===== config.mk =====
export PLATFORM = sky130hd
export DESIGN_NAME = mmf_reduce
export DESIGN_NICKNAME = d
export VERILOG_FILES = /design/src/mmf_pkg.sv /design/src/mmf_reduce.sv
export SDC_FILE = /design/constraint.sdc
export NUM_CORES = 1
export LEC_CHECK = 0
export ABC_AREA = 1
export BUFFER_PORTS_ARGS = -buffer_cell sky130_fd_sc_hd__buf_2
export CORE_MARGIN = 4
export CORE_UTILIZATION = 30
export DETAILED_ROUTE_END_ITERATION = 6
export GPL_ROUTABILITY_DRIVEN = 0
export GPL_TIMING_DRIVEN = 0
export PLACE_DENSITY = 0.51
export SYNTH_ARGS = -nofsm -noshare
export SYNTH_HDL_FRONTEND = slang
export SYNTH_SLANG_ARGS = --single-unit

===== constraint.sdc =====
create_clock -name vclk -period 12
set_input_delay 0 -clock vclk [all_inputs]
set_output_delay 0 -clock vclk [all_outputs]
set_load 0.05 [all_outputs]

===== src/mmf_pkg.sv =====
// ----------------------------------------------------------------------------
// mmf_pkg: shared types and constants for the 3x3 min/max morphology filter
// Field widths, register indexes and the window select struct.
// ----------------------------------------------------------------------------
package mmf_pkg;

    // Field widths of the result word and of the size registers
    localparam int ROW_W = 12;
    localparam int COL_W = 10;
    localparam int FR_W  = 13;
    localparam int FC_W  = 11;
    localparam int CFG_W = 13;
    localparam int IDX_W = 2;

    // Defaults for the top-level parameters
    localparam int DEF_MAX_COLS   = 1024;
    localparam int DEF_MAX_ROWS   = 4096;
    localparam int DEF_PIXEL_BITS = 16;

    // Window geometry: 3x3, row-major, bottom-right entry is the newest pixel
    localparam int WIN_N = 9;

    // Results one pixel can cause
    localparam int RES_N = 4;

    typedef enum logic [IDX_W-1:0] {
        CFG_MODE = 2'd0,
        CFG_ROWS = 2'd1,
        CFG_COLS = 2'd2
    } t_cfg_idx;

    // Which part of the window a result reduces over
    typedef struct packed {
        logic       use_max;
        logic [1:0] row_lo;
        logic [1:0] col_lo;
    } t_win_sel;

endpackage


===== src/mmf_reduce.sv =====
// ----------------------------------------------------------------------------
// mmf_reduce: 3x3 window minimum / maximum
// Reduces the window entries at or below row_lo and at or right of col_lo.
// ----------------------------------------------------------------------------
module mmf_reduce #(
    parameter int PIXEL_BITS = 16
) (
    input  mmf_pkg::t_win_sel                               i_sel,
    input  logic [mmf_pkg::WIN_N-1:0][PIXEL_BITS-1:0]       i_win,
    output logic [PIXEL_BITS-1:0]                           o_value
);
    import mmf_pkg::*;

    logic [WIN_N-1:0][PIXEL_BITS-1:0] v;
    logic [3:0][PIXEL_BITS-1:0]       l1;
    logic [1:0][PIXEL_BITS-1:0]       l2;
    logic [PIXEL_BITS-1:0]            l3;

    function automatic logic [PIXEL_BITS-1:0] pick(
        input logic                  use_max,
        input logic [PIXEL_BITS-1:0] a,
        input logic [PIXEL_BITS-1:0] b
    );
        logic take_a;
        take_a = use_max ? (a > b) : (a < b);
        return take_a ? a : b;
    endfunction

    // Excluded entries read as the newest pixel, which is always included
    always_comb begin
        for (int a = 0; a < 3; a++) begin
            for (int b = 0; b < 3; b++) begin
                if ((2'(a) >= i_sel.row_lo) && (2'(b) >= i_sel.col_lo)) begin
                    v[a*3+b] = i_win[a*3+b];
                end else begin
                    v[a*3+b] = i_win[WIN_N-1];
                end
            end
        end
    end

    always_comb begin
        for (int i = 0; i < 4; i++) begin
            l1[i] = pick(i_sel.use_max, v[2*i], v[2*i+1]);
        end
        for (int j = 0; j < 2; j++) begin
            l2[j] = pick(i_sel.use_max, l1[2*j], l1[2*j+1]);
        end
        l3      = pick(i_sel.use_max, l2[0], l2[1]);
        o_value = pick(i_sel.use_max, l3, v[WIN_N-1]);
    end

endmodule


# Word-level counts from Yosys, hierarchy flattened
# Cells that the tools add are included.
[op_classes]
magnitude_cmp = 22
muxes = 24
reduce_logical = 8
[op_table]
columns = ["cell", "count"]
rows = [
  ["$mux 16", 16],
  ["$gt 16x16->1", 8],
  ["$lt 16x16->1", 8],
  ["$ge 1x2->1 const A", 4],
  ["$logic_and 1x1->1", 8],
  ["$mux 1", 8],
  ["$ge 2x2->1 const A", 2],
]
[word_totals]
regBits = 0
wordCells = 54

# Longest topological paths before layout
[logic_depth]
depth_word = 15
mapped_depth = 68
ltp_nobuf = 62

# Worst setup path after synthesis
# OpenSTA, ideal clock, no wires.
[synth_timing]
kind = "input to output"
start = "in i_sel[3] (netlist bit)"
end = "out o_value[10]"
arrival_ns = 6.631
slack_ns = 5.369
path_stages = 55
path_buffers = 6
cell_sequence = "a21oi_2 -> inv_2 -> or2_1 -> buf_6 -> buf_6 -> o21ai_2 -> inv_1 -> ha_1 -> a21o_1 -> nor2_1 -> nand2_1 -> nand2_1 -> nand2_1 -> nand2_2 -> nand2_4 -> buf_4 -> nand2_1 -> nand2_1 -> [... 19 more ...] -> nand2_1 -> nand2_2 -> inv_2 -> buf_4 -> nand3_1 -> and2_1 -> ha_1 -> nand2_1 -> o21ai_0 -> nand2_1 -> o211ai_1 -> nand2_1 -> nand2_1 -> nand3_1 -> nand2_1 -> clkbuf_1 -> nand3_1 -> nand2_1"
[synth_between]
elab_chain_len = 15
elab_cells_between_ends = 51
classes_between = "19 x order compare; 24 x mux; 8 x reduce/logical"
[synth_lines]
columns = ["element", "line_no", "text"]
rows = [
  ["from (decl)", "mmf_reduce.sv:8", "input mmf_pkg::t_win_sel i_sel,"],
  ["$ge 1x2->1 / $ge 2x2->1 (equally long branches)", "-", ""],
  ["$logic_and 1x1->1", "mmf_reduce.sv:33", "if ((2'(a) >= i_sel.row_lo) && (2'(b) >= i_sel.col_lo)) begin"],
  ["$mux 16", "mmf_reduce.sv:33", ""],
  ["$lt 16x16->1 / $gt 16x16->1 (equally long branches)", "mmf_reduce.sv:25", "take_a = use_max ? (a > b) : (a < b);"],
  ["$mux 1", "mmf_reduce.sv:25", ""],
  ["$mux 16", "mmf_reduce.sv:26", "return take_a ? a : b;"],
  ["$lt 16x16->1 / $gt 16x16->1 (equally long branches)", "mmf_reduce.sv:25", ""],
  ["$mux 1", "mmf_reduce.sv:25", ""],
  ["$mux 16", "mmf_reduce.sv:26", ""],
  ["$lt 16x16->1 / $gt 16x16->1 (equally long branches)", "mmf_reduce.sv:25", ""],
  ["$mux 1", "mmf_reduce.sv:25", ""],
  ["$mux 16 *", "mmf_reduce.sv:26", ""],
  ["$lt 16x16->1 / $gt 16x16->1 (equally long branches)", "mmf_reduce.sv:25", ""],
  ["$mux 1", "mmf_reduce.sv:25", ""],
  ["$mux 16 *", "mmf_reduce.sv:26", ""],
  ["to (decl)", "mmf_reduce.sv:10", "output logic [PIXEL_BITS-1:0] o_value"],
]
# Mark *: on every way between the ends. The rest lies on a longest branch, timed or not.

# Worst setup path after layout
[layout_timing]
start = "in i_sel[1] (netlist bit)"
end = "out o_value[14]"
# Same word-level chain as after synthesis.

==> metrics.md <==
| Metric | Value |
|---|---|
| Status | completed |
| Worst-margin pin slew | 0.625 ns |
| Worst rel slew slack | 0.583 |
| Peak supply drop | 104 uV |
| Routed len/inst | 15.8 um |
| Post-CTS setup buffer count | 0 |
| Kind of critical path | in2out |
| Cells after Synth | 1286 |
| Synthesized area | 7190 sq um |
| Worst setup SP type | input port |
| CP Data Arrival Time | 8.72 ns |
| CP Data Required Time | 12.00 ns |
| Final-layout fill cell count | 2794 |
| Worst hold path class | in2out |
| Hold Buf Count CTS | 0 |
| Slew Limit Fails | 0 |
| Antenna cells | 0 |
| Register area | 0 sq um |
| PD cells | 164 nW/um^2 |
| Placeable Area | 23500 sq um |
| Internal power | 0.446 mW |
| Die area | 26500 sq um |
| Largest net degree at the start of global routing | 11 |
| Flop pwr share | 0 |
| First-pass GRT wire length | 43.1 mm |
| Syn nets | 1563 |
| Detailed placement HPWL | 25.5 mm |
| Site Rows | 56 |
| Crit-path max cell delay | 0.36 ns |
| CP Capture Type | output pin |
| Worst-path fanout max | 10 |
| Yosys warnings | 0 |
| Io pins | 165 |
| RSZ-0062 raised after global routing | false |
| FF+latch count | 0 |
| Psw | 0.939 mW |
| Vias per inst | 4.86 |
| Post-synthesis sequential area ratio | 0 |
| Die Span Y | 163 um |
| Fin crit share | 0.727 |
| Peak Freq | 0.115 GHz |
| Detailed Routing Iterations Pass 1 | 5 |
| Crit path buf inv count | 11 |
| Maxcap violations | 0 |
| Total Routing Usage GR | 0.202 |
| DRC | 0 |
| Setup_tns | 0 ns |
| Comb power frac | 1.000 |
| Synth Area per Inst | 5.59 sq um |
| Starting Density | 0.306 |
| Lkg Pwr | 4.96 nW |
| Port buffer count | 165 |
| Global route total overflow | 0 |
| Clk pwr share | 0 |
| Vias in the first global route | 8360 |
| Sw Ratio | 0.678 |
| Inst Count DP | 1770 |
| Post-CTS Resized | 0 |
| Clock Buffer Count | 0 |
| Post-Route WL | 27.9 mm |
| Total Power | 1.38 mW |
| Min cycle time layout | 8.72 ns |
| Layout net count | 1730 |
| Count of cell types in the netlist | 34 |
| Critical path's slowest cell | o21ai_0 |
| Vias | 8611 |
| Area delta synth->final | 17.0% |
| Post-route insts no fill | 1770 |
| Initial drt markers | 520 |
| Count of final setup violators | 0 |
| Hold Vio Cnt, Final | 0 |
| Core Util, Final | 0.358 |
| Post-DRT Antenna Nets | 0 |
| Initial antenna violation count | 0 |
| CP most frequent cell | nand2_1 |
| Die width | 163 um |
| Layout cell share with drive strength beyond 1 | 0.224 |
| Family with the most delay on the worst path | simple AND/OR/NAND/NOR gates |
-- cells in the mapped netlist --
| cell type | count | area, sq um |
|---|---|---|
| nand2_1 | 407 | 1530 |
| nand3_1 | 143 | 716 |
| inv_1 | 137 | 514 |
| ha_1 | 128 | 1600 |
| o21ai_0 | 81 | 405 |
| a21oi_1 | 66 | 330 |
| nor2_1 | 46 | 173 |
| nand3_2 | 40 | 400 |
| and2_1 | 32 | 200 |
| inv_2 | 32 | 120 |
| o21ai_1 | 26 | 130 |
| nand2_2 | 21 | 131 |
| buf_2 | 17 | 85.1 |
| clkbuf_1 | 15 | 56.3 |
| o21ai_2 | 15 | 131 |
| nand3b_1 | 13 | 97.6 |
| nand4_1 | 11 | 68.8 |
| o21ai_4 | 10 | 163 |
| buf_4 | 8 | 60.1 |
| clkinv_1 | 5 | 18.8 |
| a21o_1 | 4 | 30.0 |
| buf_6 | 4 | 45.0 |
| nor2_2 | 4 | 25.0 |
| a21oi_2 | 3 | 26.3 |
| nor3_1 | 3 | 15.0 |
| o21a_1 | 3 | 22.5 |
| or2_2 | 3 | 18.8 |
| nand2_4 | 2 | 22.5 |
| o21bai_1 | 2 | 15.0 |
| buf_1 | 1 | 3.75 |
| buf_12 | 1 | 20.0 |
| nor4_1 | 1 | 6.26 |
| o211ai_1 | 1 | 7.51 |
| or2_1 | 1 | 6.26 |
-- routing by layer --
layer	GRT usage	routed length, um	vias up
met5	0	0	-
met4	0.0187	286	0
met3	0.0200	1850	20
met2	0.351	12900	261
met1	0.280	12900	3774
li1	-	-	4556
-- power groups by stage --
stage                     registers (mW)  clock network [mW]  logic (mW)
after floorplan                        0                   0        1.04
after global placement                 0                   0        1.37
after detailed placement               0                   0        1.39
after CTS                              0                   0        1.40
after global routing                   0                   0        1.55
final                                  0                   0        1.38
-- cell usage in the layout, fill, tap and decap left out, types with 2 or more instances in the layout --
| master | n |
|---|---|
| a21o_1 | 4 |
| a21oi_1 | 66 |
| a21oi_2 | 3 |
| and2_1 | 32 |
| buf_2 | 182 |
| buf_4 | 8 |
| buf_6 | 4 |
| clkbuf_1 | 15 |
| clkinv_1 | 5 |
| ha_1 | 128 |
| inv_1 | 137 |
| inv_2 | 32 |
| nand2_1 | 407 |
| nand2_2 | 21 |
| nand2_4 | 2 |
| nand3_1 | 143 |
| nand3_2 | 40 |
| nand3b_1 | 13 |
| nand4_1 | 11 |
| nor2_1 | 46 |
| nor2_2 | 4 |
| nor3_1 | 3 |
| o21a_1 | 3 |
| o21ai_0 | 81 |
| o21ai_1 | 26 |
| o21ai_2 | 15 |
| o21ai_4 | 10 |
| o21bai_1 | 2 |
| or2_2 | 3 |
-- final cells by class --
| class | count | area [sq um] | area share |
|---|---|---|---|
| plain buffers | 46 | 270 | 0.0321 |
| multi-input cells | 1066 | 6270 | 0.745 |
| well taps | 319 | 399 | 0.0474 |
| repair buffers | 165 | 826 | 0.0981 |
| inverters | 174 | 653 | 0.0776 |
-- metrics by stage --
stage               setup slack, ns  area (sq um)  hold slack [ns]
floorplan                      5.37          7190            0.326
global placement               3.40          8420            0.419
detailed placement             3.32          8420            0.423
CTS                            3.28          8420            0.424
global route                   2.50          8420            0.443
finish                         3.28          8420            0.420
-- final timing paths --
kind	cells past startpoint	end	start	slack (ns)
worst max-delay path	49	o_value[14]	i_sel[1]	3.28
worst min-delay path	4	o_value[11]	i_win[139]	0.42
-- cell families (layout without fill, tap and decap cells) --
kind of cell | Yosys count | in the layout | synth area share
simple gates | 727 | 727 | 0.474
fa+ha+maj | 128 | 128 | 0.223
buf+inv | 220 | 385 | 0.128
compound gates | 211 | 211 | 0.175
(Power assumes the default switching activity.)
